--- src/rtl/lpbm_pkg.sv ---
`default_nettype none
package lpbm_pkg;

   // field widths
   localparam int unsigned CfgW   = 8;
   localparam int unsigned CountW = 9;
   localparam int unsigned IdxW   = 3;

   // result command codes
   typedef enum logic [1:0] {
      CMD_NONE    = 2'd0,
      CMD_OFFLINE = 2'd1,
      CMD_ONLINE  = 2'd2
   } cmd_type;

   // configuration register indexes
   typedef enum logic [IdxW-1:0] {
      REG_OFFLINE_MIN_INTERVAL = 3'd0,
      REG_DOUBLING_PERIOD      = 3'd1,
      REG_OFFLINE_MAX_INTERVAL = 3'd2,
      REG_ONLINE_INTERVAL      = 3'd3,
      REG_RETRY_INTERVAL       = 3'd4,
      REG_ERRORS_TO_OFFLINE    = 3'd5
   } reg_idx_type;

   // register reset values
   localparam logic [CfgW-1:0] RST_OFFLINE_MIN = 8'd1;
   localparam logic [CfgW-1:0] RST_DOUBLING    = 8'd60;
   localparam logic [CfgW-1:0] RST_OFFLINE_MAX = 8'd64;
   localparam logic [CfgW-1:0] RST_ONLINE      = 8'd60;
   localparam logic [CfgW-1:0] RST_RETRY       = 8'd1;
   localparam logic [CfgW-1:0] RST_ERRORS      = 8'd5;

   localparam logic [CfgW-1:0] TALLY_MAX = 8'd255;

endpackage
`default_nettype wire

--- src/rtl/link_probe_backoff_monitor_unit.sv ---
// Link probe monitor with exponential offline backoff.
// req_ channel: one beat per tick, carrying the reported link state
// (req_reported_online) and the probe result (req_probe_ok). A beat is taken
// when req_valid is high and req_stall is low.
// rsp_ channel: exactly one beat per request beat, in order: probe_used,
// command (none / go offline / go online), failure_count and ticks_to_probe.
// csr_ channel: register index and 8-bit data; csr_ready is always high, and
// writes to indexes past the last register are dropped. Write only while idle.
// A request beat lands in the input register, then the state update and result
// are computed combinationally into the output register. One beat per cycle is
// sustained while rsp_stall is low; the countdown/backoff update is a single
// short add-and-compare path.
// Reset (synchronous, active high) loads the register defaults, clears the
// error count and the probe countdown (so the first tick probes), and empties
// both pipeline registers. When rsp_stall is high the output register holds
// its beat; the input register still takes one more beat, then req_stall rises.
`default_nettype none
module link_probe_backoff_monitor_unit
   import lpbm_pkg::*;
(
   input  wire logic               clock,
   input  wire logic               reset,
   // request channel
   input  wire logic               req_valid,
   output      logic               req_stall,
   input  wire logic               req_reported_online,
   input  wire logic               req_probe_ok,
   // response channel
   output      logic               rsp_valid,
   input  wire logic               rsp_stall,
   output      logic               rsp_probe_used,
   output      logic [1:0]         rsp_command,
   output      logic [CfgW-1:0]    rsp_failure_count,
   output      logic [CountW-1:0]  rsp_ticks_to_probe,
   // configuration channel
   input  wire logic               csr_valid,
   output      logic               csr_ready,
   input  wire logic [IdxW-1:0]    csr_index,
   input  wire logic [CfgW-1:0]    csr_data
);

   // configuration registers
   logic [CfgW-1:0] off_min_ff, dbl_period_ff, off_max_ff;
   logic [CfgW-1:0] online_ivl_ff, retry_ivl_ff, err_limit_ff;

   // input register
   logic in_valid_ff, in_online_ff, in_ok_ff;

   // monitor state
   logic [CountW-1:0] countdown_ff, countdown_in;
   logic [CountW-1:0] interval_ff, interval_in;
   logic [CfgW-1:0]   dbl_cnt_ff, dbl_cnt_in;
   logic [CfgW-1:0]   tally_ff, tally_in;

   // output register
   logic              out_valid_ff;
   logic              out_used_ff, out_used_in;
   cmd_type           out_cmd_ff, out_cmd_in;
   logic [CfgW-1:0]   out_tally_ff;
   logic [CountW-1:0] out_ticks_ff, out_ticks_in;

   logic              advance;
   logic [CfgW-1:0]   dbl_dec;
   logic [CfgW-1:0]   tally_inc;
   logic [CountW-1:0] wait_ticks;

   // handshake
   assign advance   = in_valid_ff && (!out_valid_ff || !rsp_stall);
   assign req_stall = in_valid_ff && !advance;
   assign csr_ready = 1'b1;

   // configuration writes
   always_ff @(posedge clock) begin
      if (reset) begin
         off_min_ff    <= RST_OFFLINE_MIN;
         dbl_period_ff <= RST_DOUBLING;
         off_max_ff    <= RST_OFFLINE_MAX;
         online_ivl_ff <= RST_ONLINE;
         retry_ivl_ff  <= RST_RETRY;
         err_limit_ff  <= RST_ERRORS;
      end else if (csr_valid && csr_ready) begin
         unique case (csr_index)
            REG_OFFLINE_MIN_INTERVAL: off_min_ff    <= csr_data;
            REG_DOUBLING_PERIOD:      dbl_period_ff <= csr_data;
            REG_OFFLINE_MAX_INTERVAL: off_max_ff    <= csr_data;
            REG_ONLINE_INTERVAL:      online_ivl_ff <= csr_data;
            REG_RETRY_INTERVAL:       retry_ivl_ff  <= csr_data;
            REG_ERRORS_TO_OFFLINE:    err_limit_ff  <= csr_data;
            default: ;
         endcase
      end
   end

   // input register
   always_ff @(posedge clock) begin
      if (reset) begin
         in_valid_ff <= 1'b0;
      end else if (!req_stall) begin
         in_valid_ff <= req_valid;
      end
   end

   always_ff @(posedge clock) begin
      if (req_valid && !req_stall) begin
         in_online_ff <= req_reported_online;
         in_ok_ff     <= req_probe_ok;
      end
   end

   // per-tick update: backoff doubling, then probe decision, then countdown
   always_comb begin
      dbl_dec      = dbl_cnt_ff - 1'b1;
      tally_inc    = (tally_ff != TALLY_MAX) ? tally_ff + 1'b1 : tally_ff;
      interval_in  = interval_ff;
      dbl_cnt_in   = dbl_cnt_ff;
      tally_in     = tally_ff;
      wait_ticks   = countdown_ff;
      out_used_in  = 1'b0;
      out_cmd_in   = CMD_NONE;

      // offline backoff
      if (!in_online_ff && (interval_ff < {1'b0, off_max_ff})) begin
         dbl_cnt_in = dbl_dec;
         if (dbl_dec == '0) begin
            interval_in = {interval_ff[CountW-2:0], 1'b0};
            dbl_cnt_in  = dbl_period_ff;
         end
      end

      // probe due
      if (countdown_ff == '0) begin
         out_used_in = 1'b1;
         if (!in_ok_ff) begin
            if (in_online_ff) begin
               tally_in = tally_inc;
               if (tally_inc >= err_limit_ff) begin
                  out_cmd_in  = CMD_OFFLINE;
                  interval_in = {1'b0, off_min_ff};
                  wait_ticks  = {1'b0, off_min_ff};
                  dbl_cnt_in  = dbl_period_ff;
               end else begin
                  wait_ticks = {1'b0, retry_ivl_ff};
               end
            end else begin
               wait_ticks = interval_in;
            end
         end else begin
            if (!in_online_ff) out_cmd_in = CMD_ONLINE;
            tally_in   = '0;
            wait_ticks = {1'b0, online_ivl_ff};
         end
      end

      // countdown never goes below zero
      countdown_in = (wait_ticks != '0) ? wait_ticks - 1'b1 : wait_ticks;
      out_ticks_in = countdown_in;
   end

   // state registers
   always_ff @(posedge clock) begin
      if (reset) begin
         countdown_ff <= '0;
         interval_ff  <= {1'b0, RST_OFFLINE_MIN};
         dbl_cnt_ff   <= RST_DOUBLING;
         tally_ff     <= '0;
      end else if (advance) begin
         countdown_ff <= countdown_in;
         interval_ff  <= interval_in;
         dbl_cnt_ff   <= dbl_cnt_in;
         tally_ff     <= tally_in;
      end
   end

   // output register
   always_ff @(posedge clock) begin
      if (reset) begin
         out_valid_ff <= 1'b0;
      end else if (advance) begin
         out_valid_ff <= 1'b1;
      end else if (!rsp_stall) begin
         out_valid_ff <= 1'b0;
      end
   end

   always_ff @(posedge clock) begin
      if (advance) begin
         out_used_ff  <= out_used_in;
         out_cmd_ff   <= out_cmd_in;
         out_tally_ff <= tally_in;
         out_ticks_ff <= out_ticks_in;
      end
   end

   assign rsp_valid          = out_valid_ff;
   assign rsp_probe_used     = out_used_ff;
   assign rsp_command        = out_cmd_ff;
   assign rsp_failure_count  = out_tally_ff;
   assign rsp_ticks_to_probe = out_ticks_ff;

endmodule
`default_nettype wire

--- config.mk ---
export PLATFORM = sky130hd
export DESIGN_NAME = link_probe_backoff_monitor_unit
export DESIGN_NICKNAME = d
export VERILOG_FILES = /design/src/rtl/lpbm_pkg.sv /design/src/rtl/link_probe_backoff_monitor_unit.sv
export SDC_FILE = /design/constraint.sdc
export NUM_CORES = 1
export LEC_CHECK = 0
export BUFFER_PORTS_ARGS = -buffer_cell sky130_fd_sc_hd__buf_2
export CAP_MARGIN = 20
export CORE_UTILIZATION = 38
export DETAILED_ROUTE_END_ITERATION = 6
export PLACE_DENSITY_LB_ADDON = 0.25
export SLEW_MARGIN = 20
export SYNTH_ARGS = -nofsm -noshare
export SYNTH_HDL_FRONTEND = slang
export SYNTH_SLANG_ARGS = --single-unit
--- constraint.sdc ---
create_clock -name clock -period 11.8 [get_ports clock]
set_clock_uncertainty 0.05 [all_clocks]
set_input_delay 0.59 -clock clock [delete_from_list [all_inputs] [get_ports clock]]
set_output_delay 0.59 -clock clock [all_outputs]
set_load 0.05 [all_outputs]
======== After elaboration in Yosys (flattened, before gate mapping) ========
Index checks and enable logic that the tools add are counted.
word-level totals
  flip-flop bits (word level) ............. 106
  output and inout bits ................... 23
  input port bits ......................... 18
  logic and storage cells ................. 78
cells by class
  reduce and logical (&&, ||, !) cells .... 20
  equality and inequality tests ........... 7
  multiplexer cells ....................... 28
  $lt $le $gt $ge ......................... 2
  add/sub/neg operators ................... 3
operator list
  cell                 number
  $mux 9               10
  $mux 8               11
  $reduce_and 2->1     6
  $logic_not 9->1      1
  $lt 9x8->1           1
  $reduce_bool 9->1    1
  $sub 9x1->9 const B  1
  $add 8x1->8 const B  1
  $ge 8x8->1           1
  $logic_not 8->1      1
  $ne 8x8->1 const B   1
  $sub 8x1->8 const B  1
  $eq 3x2->1 const B   2
  $eq 3x3->1 const B   2
  $logic_not 1->1      5
  $mux 1               5
  $logic_and 1x1->1    4
  $mux 2               2
  $eq 3x1->1 const B   1
  $logic_not 3->1      1
  $ne 2x1->1 const B   1
  $logic_or 1x1->1     1

======== Depth between registers and ports, before layout ========
Gate-level depths: netlist of the first run.
  depth in word-level cells ............... 9
  mapped depth ............................ 20
  mapped depth without buffers ............ 19

======== Worst setup path after synthesis of the first run ========
OpenSTA, ideal clock, no wires.
  kind .................................... register -> register
  from .................................... reg tally_ff[0]
  to ...................................... reg out_ticks_ff[8], in the netlist rsp_ticks_to_probe[8] (data pin)
  arrival time ............................ 4.039 ns
  buffers on the path ..................... 1
  path slack .............................. 7.450 ns
  setup time .............................. 0.261 ns
  clock period less this slack ............ 4.350 ns
  data required time ...................... 11.489 ns
  stages on the path, launching flop included .. 21
  path through ............................ dfxtp_1 ha_1 nand2_1 nor2_1 a21oi_1 nand3_1 xor2_1 inv_1 ha_1 and3_1 a221oi_2 o21a_1 buf_4 mux2i_1 o211a_2 ha_1 inv_1 a2111oi_2 nand3_1 nor3_1 nor2_1
between the ends
  longest elaborated chain between the ends .. 9
  elaborated cells between the ends (all ways) .. 11
  classes of those cells .................. add/sub: 2; order compare: 1; eq/ne: 1; mux: 6; reduce/logical: 1
RTL lines
  what                                              RTL line                                source
  from (decl)                                       link_probe_backoff_monitor_unit.sv:53   logic [CfgW-1:0] tally_ff, tally_in;
  from (signal assigned)                            link_probe_backoff_monitor_unit.sv:170  tally_ff <= tally_in;
  $add 8x1->8 or $ne 8x8->1 (tied branches)         link_probe_backoff_monitor_unit.sv:113  tally_inc = (tally_ff != TALLY_MAX) ? tally_ff + 1'b1 : tally_ff;
  $mux 8 (*)                                        link_probe_backoff_monitor_unit.sv:113
  $ge 8x8->1 (*)                                    link_probe_backoff_monitor_unit.sv:136  if (tally_inc >= err_limit_ff) begin
  $mux 8 (*)                                        link_probe_backoff_monitor_unit.sv:136
  $mux 9 (*)                                        link_probe_backoff_monitor_unit.sv:134  if (in_online_ff) begin
  $mux 9 (*)                                        link_probe_backoff_monitor_unit.sv:133  if (!in_ok_ff) begin
  $mux 9 (*)                                        link_probe_backoff_monitor_unit.sv:131  if (countdown_ff == '0) begin
  $sub 9x1->9 or $reduce_bool 9->1 (tied branches)  link_probe_backoff_monitor_unit.sv:155  countdown_in = (wait_ticks != '0) ? wait_ticks - 1'b1 : wait_ticks;
  $mux 9 (*)                                        link_probe_backoff_monitor_unit.sv:155
  via countdown_in[8]                               link_probe_backoff_monitor_unit.sv:50   logic [CountW-1:0] countdown_ff, countdown_in;
  to (signal assigned)                              link_probe_backoff_monitor_unit.sv:190  out_ticks_ff <= out_ticks_in;
  to (decl)                                         link_probe_backoff_monitor_unit.sv:60   logic [CountW-1:0] out_ticks_ff, out_ticks_in;
Mark *: on every way through the listed nets, which the timed path passes. The rest lies on a longest branch.
A chain may end at the register's enable or synchronous reset.

======== Worst setup path in the final report of the first run ========
Ends and elaborated chain as after synthesis.

==> results.md, run 1 <==
| Result | Value | Unit |
|---|---|---|
| Slew Limit Headroom | 40.2 | % |
| Clk buf depth | 2 | - |
| Antenna-violating nets left | 0 | - |
| Layout filler cell count | 1445 | - |
| Most frequently used flop master after synthesis | dfxtp_1 | - |
| Wire length of the first global-routing pass | 23.4 | mm |
| Clock slew at reported path FFs | 70 | ps |
| Data arrival at the endpoint of the critical path | 5120 | ps |
| Critical path required time | 11860 | ps |
| Die Outline Area | 15300 | sq um |
| Start point of the critical path | tally_ff[0]$_SDFFE_PP0P_ | - |
| Ports placed on the boundary | 41 | - |
| Number of buffers added for setup after CTS | 0 | - |
| Final core utilization | 42.7 | % |
| Vias in the first global route | 4388 | - |
| Starting density of the core | 38.8 | % |
| Switching power total | 0.000262 | W |
| Peak supply drop | 0.0769 | mV |
| Vias post-DR | 4938 | - |
| Synth top area share | 30.0 | % |
| Highest attainable clock frequency | 197 | MHz |
| CTS buffer count | 9 | - |
| Die Span Y | 124 | um |
| Worst flop-to-flop path endpoint | rsp_ticks_to_probe[8]$_DFFE_PP_ | - |
| Count of mapped cells out of synthesis | 680 | - |
| Leakage power figure | 2.34 | nW |
| Placer congestion estimate | 0.922 | - |
| Largest net degree at the start of global routing | 87 | - |
| Fraction of layout instances using a drive strength above 1 | 11.7 | % |
| # port buffers | 39 | - |
| Post-synthesis instance area | 5610 | sq um |
| Top cells by count, synth | nand2_1 (156), dfxtp_1 (84), a21oi_1 (67) | - |
| Length in cells of the worst reg-to-reg path | 19 | - |
| Number of distinct library cells after synthesis | 71 | - |
| Clock Power Share | 34.1 | % |
| Initial antenna violation count | 0 | - |
| Core box area | 14500 | sq um |
| Number of standard-cell rows in the floorplan | 44 | - |
| Launching point of the worst reg2reg path | tally_ff[0]$_SDFFE_PP0P_ | - |
| Post-synthesis area per instance | 8.26 | sq um |
| Sw frac | 31.1 | % |
| Outcome | completed | - |
| Sink count of the clock tree | 106 | - |
| Type of the worst min-delay path | input pin to register | - |
| Mean routed wirelength per cell | 16.3 | um |
| Destination of the critical timing path | rsp_ticks_to_probe[8]$_DFFE_PP_ | - |
| Final-report max-slew violation count | 0 | - |
| Internal Dissipation | 0.000581 | W |
| Number of antenna repair diodes | 0 | - |
| Total nets after synthesis | 717 | - |
| Number of setup violations in the final report | 0 | - |
| Number of enable-type register cells in the synthesized netlist | 22 | - |
| TritonCTS clock tree | yes | - |
| Overall track demand over capacity in global routing | 20.2 | % |
| RSZ-0062 raised after global routing | no | - |
| Die Wd | 124 | um |
| Leading cell types by total area after synthesis | dfxtp_1 (30%), edfxtp_1 (12%), nand2_1 (10%), a21oi_1 (6.0%), ha_1 (4.2%) | - |
| Synth-to-layout area growth | 10.1 | % |
| Final wirelength | 14.5 | mm |
| Sequential share of power | 47.3 | % |
| Initial drt markers | 424 | - |
| Slack of the worst reg-to-reg path | 6730 | ps |
| Post-synth ARST share | 0 | % |
| Number of violations of the max-capacitance limit | 0 | - |
| Number of iterations in the first detailed-routing pass | 6 | - |
| Proportion of power drawn by combinational gates | 18.6 | % |
| Biggest fanout along the worst timing path | 9 | - |
| CTS Hold Bufs | 0 | - |
| Average vias per placed instance | 5.57 | - |
| Crit end category | register | - |
| Remaining DRCs | 0 | - |
| Register area share after synthesis | 41.7 | % |
| Crit path kind | register to register | - |
| Final hold violation count | 0 | - |
| Placed wire-length estimate | 10.3 | mm |
| Number of nets in the finished design | 734 | - |
| Count leader, synth | nand2_1 | - |
| Buffer type at the clock tree root | clkbuf_16 | - |
| Total of flip-flops plus latches after synthesis | 106 | - |
| Clock network latency to the later pin of the worst-skew pair | 360 | ps |
| Htree depth | 3 | - |
| Number of resized instances in the post-cts repair step | 0 | - |
| Yosys Warn Count | 0 | - |
| Post-route clock period utilization | 42.9 | % |
| Synth area leader | dfxtp_1 | - |
| Worst Tran Pin Value | 898 | ps |
| Cell area power density | 136 | nW/um^2 |
| Crit start category | register | - |
| Global route total overflow | 0 | - |
| Minimum clock period after layout | 5070 | ps |
| Setup tns final | 0 | ps |
[worst min path at each step]
stage	endpoint	from	slack [ps]	cells past startpoint
after floorplan	dbl_period_ff[1]$_SDFFE_PP0P_	dbl_period_ff[1]$_SDFFE_PP0P_	380	2
after global placement	off_max_ff[1]$_SDFFE_PP0P_	off_max_ff[1]$_SDFFE_PP0P_	390	2
after detailed placement	err_limit_ff[6]$_SDFFE_PP0P_	err_limit_ff[6]$_SDFFE_PP0P_	400	2
after CTS	in_ok_ff$_DFFE_PP_	req_probe_ok	340	1
after global routing	in_online_ff$_DFFE_PP_	req_reported_online	350	1
final	in_ok_ff$_DFFE_PP_	req_probe_ok	360	1
[metal layers]
| layer | share of wire (%) | vias to the layer above | track usage [%] |
|---|---|---|---|
| met5 | 0 | - | 0 |
| met4 | 2.3 | 0 | 8.28 |
| met3 | 5.6 | 22 | 2.77 |
| met2 | 41 | 167 | 28.4 |
| met1 | 51 | 2298 | 30.4 |
| li1 | - | 2451 | - |
[power by group through the flow]
stage | sequential (W) | clock, W | combinational, W
2_1_floorplan | 0.000423 | 0 | 0.0000985
3_3_place_gp | 0.000406 | 0 | 0.000151
3_5_place_dp | 0.000406 | 0 | 0.000154
4_1_cts | 0.000398 | 0.000295 | 0.000155
5_1_grt | 0.000400 | 0.000310 | 0.000171
6_report | 0.000398 | 0.000288 | 0.000157
[cells by family after synthesis]
group                      share of synthesized area [%]
muxes                                               1.29
DFF                                                 41.7
and+or+nand+nor                                     25.6
other                                             0.0668
xor gates and xnor gates                            1.25
AOI/OAI and AO/OA                                   21.0
buffers and inverters                               4.81
adders and majority gates                           4.23
[cell usage in the layout (no fill, tap or decap), types with 5 or more instances in the layout]
| cell | instances |
|---|---|
| ha_1 | 19 |
| o21a_1 | 5 |
| o2111ai_1 | 8 |
| and2_1 | 8 |
| o211ai_1 | 12 |
| and3_1 | 8 |
| nand2_1 | 156 |
| o21ai_0 | 22 |
| a31oi_1 | 6 |
| nor3_1 | 12 |
| dfxtp_1 | 84 |
| o22ai_1 | 7 |
| nor4_1 | 5 |
| nand3b_1 | 13 |
| nor2_1 | 44 |
| nand2b_1 | 5 |
| mux2i_1 | 5 |
| and4_1 | 5 |
| a21o_1 | 6 |
| nor2b_1 | 6 |
| a21oi_1 | 67 |
| edfxtp_1 | 22 |
| clkbuf_16 | 9 |
| a211oi_1 | 10 |
| nand3_1 | 15 |
| buf_2 | 39 |
| inv_1 | 30 |
| xor2_1 | 5 |
[final cells by class]
cell class / count / area (sq um) / share of cell area [%]
inverter: 31 / 118 / 1.90
clock inverter: 7 / 51.3 / 0.830
tap: 184 / 230 / 3.73
timing repair buffer: 41 / 210 / 3.40
clock buffer: 9 / 225 / 3.65
sequential: 106 / 2340 / 37.9
multi-input combinational: 508 / 3000 / 48.6
[worst max-delay path, cell delays in order (launching register included)]
cell       delay, ps
dfxtp_1          360
ha_1             250
nand2_1           90
nor2_1            60
a21oi_1          300
nand3_1          140
xor2_1           180
inv_1             70
ha_1             260
and3_1           200
a221oi_2         480
o21a_1           370
mux2i_1          240
o211a_2          280
ha_1             280
inv_1            100
a2111oi_2        440
nand3_1          270
nor3_1           310
nor2_1            80
[stage by stage]
| step | instance area [sq um] | worst slack (ps) | std cells | total power [W] | hold slack [ps] |
|---|---|---|---|---|---|
| CTS | 6180 | 6800 | 886 | 0.000847 | 344 |
| floorplan | 5610 | 7450 | 680 | 0.000522 | 381 |
| global placement | 5900 | 7050 | 870 | 0.000557 | 394 |
| global route | 6180 | 6200 | 886 | 0.000881 | 353 |
| detailed placement | 5900 | 6820 | 870 | 0.000560 | 402 |
| finish | 6180 | 6730 | 886 | 0.000843 | 357 |
(Power assumes the default switching activity.)
==> run 2, diff against run 1 <==
Clock period 11.8 ns to 5 ns, I/O delays scaled along.
==> run 2 against run 1 <==
Die area unchanged. Sequential power is 140% higher. Global-route usage down 0.25 points. Largest power group unchanged. Register-to-register slack got worse by 6400 ps. Final cell count grew 0.68%. Worst hold slack got worse by 340 ps. Final area rose by 1.4%.
==> results.md, run 2 (synthesized netlist as in run 1, its figures left out) <==
| Result | Value | Unit |
|---|---|---|
| Outcome | completed | - |
| Number of iterations in the first detailed-routing pass | 4 | - |
| Overall track demand over capacity in global routing | 19.9 | % |
| Synth-to-layout area growth | 11.5 | % |
| Critical path buffer and inverter count | 2 | - |
| Antenna-violating nets left | 0 | - |
| Die Outline Area | 15300 | sq um |
| Final wirelength | 14.6 | mm |
| Number of standard-cell rows in the floorplan | 44 | - |
| Wire length of the first global-routing pass | 23.2 | mm |
| Category of cells accounting for the largest share of critical-path delay | compound AO/OA/AOI/OAI gates | - |
| Launching point of the worst reg2reg path | tally_ff[0]$_SDFFE_PP0P_ | - |
| Remaining DRCs | 0 | - |
| Global route total overflow | 0 | - |
| Initial antenna violation count | 0 | - |
| Worst Tran Pin Value | 1070 | ps |
| Destination of the critical timing path | rsp_ticks_to_probe[0]$_DFFE_PP_ | - |
| Die Wd | 124 | um |
| Number of antenna repair diodes | 0 | - |
| Slew Limit Headroom | 28.4 | % |
| Data arrival at the endpoint of the critical path | 4810 | ps |
| Post-route clock period utilization | 93.5 | % |
| TritonCTS clock tree | yes | - |
| Number of nets in the finished design | 740 | - |
| Starting density of the core | 38.8 | % |
| Most used cells in the layout excluding fill and tap cells | nand2_1 (156), dfxtp_1 (84), a21oi_1 (66) | - |
| Most common cell after layout, fill and taps aside | nand2_1 | - |
| Slack of the worst reg-to-reg path | 330 | ps |
| Start point of the critical path | tally_ff[0]$_SDFFE_PP0P_ | - |
| Flip-flop and latch area | 2340 | sq um |
| Delay contributed by the slowest stage of the critical path | 420 | ps |
| Vias post-DR | 4880 | - |
| Post-Place Cell Area | 5910 | sq um |
| Largest net degree at the start of global routing | 64 | - |
| Clock slew at reported path FFs | 70 | ps |
| Ports placed on the boundary | 41 | - |
| Die Span Y | 124 | um |
| Biggest fanout along the worst timing path | 9 | - |
| Initial drt markers | 334 | - |
| Crit path cell chain | ha_1 > nand2_1 > nor2_1 > nand2_1 > nand2_1 > o21ai_0 > inv_1 > ha_1 > o21a_1 > o211ai_1 > o21a_2 > mux2i_1 > o211a_2 > ha_1 > inv_1 > a2111oi_2 > nand3_1 > nor2_1 > xor2_1 | - |
| Buffer type at the clock tree root | clkbuf_16 | - |
| Final hold violation count | 0 | - |
| Clk buf depth | 2 | - |
| Placed wire-length estimate | 10.6 | mm |
| Layout filler cell count | 1426 | - |
| Cell area power density | 325 | nW/um^2 |
| Leakage power figure | 2.38 | nW |
| # port buffers | 39 | - |
| Mean routed wirelength per cell | 16.4 | um |
| Highest attainable clock frequency | 214 | MHz |
| Number of violations of the max-capacitance limit | 0 | - |
| Number of setup violations in the final report | 0 | - |
| Crit end category | register | - |
| Post-route non-filler standard cell count | 892 | - |
| Placer congestion estimate | 0.893 | - |
| Levels on crit path | 19 | - |
| Fraction of layout instances using a drive strength above 1 | 12.9 | % |
| Type of the worst min-delay path | input pin to register | - |
| Worst hold margin | 17.9 | ps |
| Htree depth | 3 | - |
| Final Instance Area | 6260 | sq um |
| Minimum clock period after layout | 4670 | ps |
| Vias in the first global route | 4488 | - |
| Length in cells of the worst reg-to-reg path | 19 | - |
| Critical path required time | 5140 | ps |
| Sink count of the clock tree | 106 | - |
| Cell with the largest stage delay on the worst path | dfxtp_1 | - |
| Final-report max-slew violation count | 0 | - |
| Total area of multi-input combinational cells | 3020 | sq um |
| Setup tns final | 0 | ps |
| CTS buffer count | 9 | - |
| Peak supply drop | 0.168 | mV |
| Core box area | 14500 | sq um |
| Worst flop-to-flop path endpoint | rsp_ticks_to_probe[0]$_DFFE_PP_ | - |
| Crit path kind | register to register | - |
| Crit start category | register | - |
| Post-placement cell count | 871 | - |
| Clock network latency to the later pin of the worst-skew pair | 360 | ps |
| CTS Hold Bufs | 0 | - |
| Average vias per placed instance | 5.47 | - |
-- run 2: metrics by stage --
step	setup WS (ps)	utilization [%]	power (W)
after floorplan	650	-	0.00123
after global placement	434	40.8	0.00132
after detailed placement	177	40.8	0.00133
after CTS	148	42.8	0.00203
after global routing	-9.63	43.3	0.00211
final	326	43.3	0.00203
-- run 2: report_power, final --
group	switching [W]	internal (W)	total [W]	leakage, nW
logic	0.000260	0.000120	0.000379	1.34
clock network	0.000341	0.000373	0.000714	0.150
registers	0.0000251	0.000915	0.000940	0.890
total	0.000625	0.00141	0.00203	2.38
-- run 2: layer usage --
| layer | vias up | share of wire, % | track usage, % |
|---|---|---|---|
| li1 | 2461 | - | - |
| met1 | 2242 | 50 | 28.8 |
| met2 | 160 | 43 | 29.9 |
| met3 | 17 | 5.8 | 3.64 |
| met4 | 0 | 1.5 | 6.10 |
| met5 | - | 0 | 0 |
-- run 2: cell type report --
class,count,area share [%]
timing repair buffer,47,4.08
sequential,106,37.4
inverter,31,1.86
clock inverter,6,0.719
multi-input combinational,508,48.3
tap,184,3.68
clock buffer,10,4.00
-- run 2: worst min path at each step --
stage	start	endpoint	slack, ps	cells after the start
2_1_floorplan	req_probe_ok	in_ok_ff$_DFFE_PP_	300	0
3_3_place_gp	req_probe_ok	in_ok_ff$_DFFE_PP_	380	1
3_5_place_dp	req_probe_ok	in_ok_ff$_DFFE_PP_	380	1
4_1_cts	req_probe_ok	in_ok_ff$_DFFE_PP_	8	1
5_1_grt	req_probe_ok	in_ok_ff$_DFFE_PP_	20	1
6_report	req_probe_ok	in_ok_ff$_DFFE_PP_	20	1
-- run 2: worst reg2reg max path, cell delays in order, from the launching register on --
cell       delay [ps]
dfxtp_1           420
ha_1              230
nand2_1            80
nor2_1            200
nand2_1           220
nand2_1           110
o21ai_0           130
inv_1              90
ha_1              230
o21a_1            200
o211ai_1          420
o21a_2            290
mux2i_1           240
o211a_2           280
ha_1              270
inv_1             100
a2111oi_2         290
nand3_1           240
nor2_1            210
xor2_1            210
-- run 2: what timing repair did --
item	4_1_cts	5_1_grt
endpoints found under the setup margin	0	10
gates resized for setup	0	4
buffers inserted	0	5
==> run 3, diff against run 2 <==
Settings changed: BUFFER_PORTS_ARGS -buffer_cell sky130_fd_sc_hd__buf_2 to -buffer_cell sky130_fd_sc_hd__clkbuf_2, CORE_ASPECT_RATIO set to 1.5.
==> run 3 against run 2 <==
Non-clock buffer count fell by 1. Die area is essentially flat. Largest power group unchanged. Total power is 1.4% lower. Final area grew 0.28%. Count of clock-buffer cells in the layout did not move. Sequential power about the same. Largest cell class unchanged. Wire length decreased by 0.79%. Core utilization increased by 0.18 points. Worst hold slack gained 15 ps.
==> results.md, run 3 (synthesized netlist as in run 1, its figures left out) <==
| Result | Value | Unit |
|---|---|---|
| Final-report max-slew violation count | 0 | - |
| Clk buf depth | 2 | - |
| Number of antenna repair diodes | 0 | - |
| Most used cells in the layout excluding fill and tap cells | nand2_1 (156), dfxtp_1 (84), a21oi_1 (66) | - |
| Data arrival at the endpoint of the critical path | 4510 | ps |
| Sink count of the clock tree | 106 | - |
| Synth-to-layout area growth | 11.9 | % |
| Number of standard-cell rows in the floorplan | 54 | - |
| Antenna-violating nets left | 0 | - |
| CTS buffer count | 9 | - |
| Ports placed on the boundary | 41 | - |
| Initial drt markers | 295 | - |
| # port buffers | 39 | - |
| Crit end category | register | - |
| Placed wire-length estimate | 10.9 | mm |
| Peak supply drop | 0.166 | mV |
| Global route total overflow | 0 | - |
| Post-route clock period utilization | 89.5 | % |
| Number of iterations in the first detailed-routing pass | 5 | - |
| Fraction of layout instances using a drive strength above 1 | 12.7 | % |
| Starting density of the core | 38.8 | % |
| Number of violations of the max-capacitance limit | 0 | - |
| Slew Limit Headroom | 39.8 | % |
| Worst Tran Pin Value | 895 | ps |
| Crit start category | register | - |
| TritonCTS clock tree | yes | - |
| Initial antenna violation count | 0 | - |
| Power after layout | 0.00201 | W |
| Die Wd | 101 | um |
| Biggest fanout along the worst timing path | 9 | - |
| Final wirelength | 14.5 | mm |
| Buffer type at the clock tree root | clkbuf_16 | - |
| Setup tns final | 0 | ps |
| Final hold violation count | 0 | - |
| Number of nets in the finished design | 739 | - |
| Overall track demand over capacity in global routing | 19.6 | % |
| Placer congestion estimate | 0.872 | - |
| CTS Hold Bufs | 0 | - |
| Minimum clock period after layout | 4470 | ps |
| Leakage power figure | 2.38 | nW |
| Vias in the first global route | 4518 | - |
| Clock network latency to the later pin of the worst-skew pair | 340 | ps |
| Htree depth | 3 | - |
| Outcome | completed | - |
| RSZ-0062 raised after global routing | no | - |
| Vias post-DR | 4919 | - |
| Highest attainable clock frequency | 224 | MHz |
| Die Outline Area | 15300 | sq um |
| Wire length of the first global-routing pass | 23.1 | mm |
| Type of the worst min-delay path | input pin to register | - |
| Critical path required time | 5040 | ps |
| Die Span Y | 151 | um |
| Largest net degree at the start of global routing | 55 | - |
| Cell area power density | 319 | nW/um^2 |
| Most common cell after layout, fill and taps aside | nand2_1 | - |
| Core box area | 14500 | sq um |
| Number of setup violations in the final report | 0 | - |
| Average vias per placed instance | 5.45 | - |
| Clock slew at reported path FFs | 70 | ps |
| Remaining DRCs | 0 | - |
| Mean routed wirelength per cell | 16.1 | um |
| Crit path kind | register to register | - |
-- run 3: routing by layer --
metal	vias to the layer above	wire (um)	track usage, %
met4	0	401	8.41
met2	111	7300	33.3
met3	26	385	2.08
met1	2330	6430	25.0
li1	2452	-	-
met5	-	0	0
-- run 3: path summary, 6_finish.rpt --
check	start	endpoint	slack (ps)	cells past startpoint
worst min-delay path	req_probe_ok	in_ok_ff$_DFFE_PP_	30	1
worst max register to register	tally_ff[0]$_SDFFE_PP0P_	rsp_ticks_to_probe[8]$_DFFE_PP_	530	17
worst min register to register	off_max_ff[5]$_SDFFE_PP0P_	off_max_ff[5]$_SDFFE_PP0P_	410	2
worst max-delay path	tally_ff[0]$_SDFFE_PP0P_	rsp_ticks_to_probe[8]$_DFFE_PP_	530	17
-- run 3: metrics by stage --
step	instance area (sq um)	worst slack [ps]	hold WS [ps]	instances	utilization, %
finish	6280	527	32.9	903	43.4
CTS	6220	195	23.0	900	43.0
floorplan	5610	650	299	680	-
detailed placement	5930	215	379	884	41.0
global route	6280	34.6	23.8	903	43.4
global placement	5930	389	378	884	41.0
-- run 3: area by class of cell --
| class | instances | area (sq um) |
|---|---|---|
| Clock buffer | 10 | 239 |
| Clock inverter | 6 | 47.5 |
| Fill cell | 1487 | 8180 |
| Inverter | 31 | 116 |
| Multi-Input combinational cell | 508 | 3040 |
| Sequential cell | 106 | 2340 |
| Tap cell | 196 | 245 |
| Timing Repair Buffer | 46 | 248 |
-- run 3: worst max-delay path, stage by stage (launching register included) --
cell and delay, ps:
dfxtp_1 430, ha_1 220, nand2_1 70, nor2_1 190, nand2_1 200, mux2i_1 260
inv_1 70, ha_1 310, a2111oi_4 510, o21a_4 240, mux2i_1 220, o211a_2 270
ha_1 260, inv_1 110, a2111oi_4 250, nand3_2 170, nor3_1 290, nor2_1 80
-- run 3: where the power goes --
part | total [W] | internal, W | switching, W
Combinational | 0.000381 | 0.000121 | 0.000260
Clock | 0.000684 | 0.000359 | 0.000325
Sequential | 0.000940 | 0.000915 | 0.0000255
-- run 3: repair_timing --
item	4_1_cts	5_1_grt
endpoints found under the setup margin	0	10
setup buffers	0	3
gates resized for setup	0	6
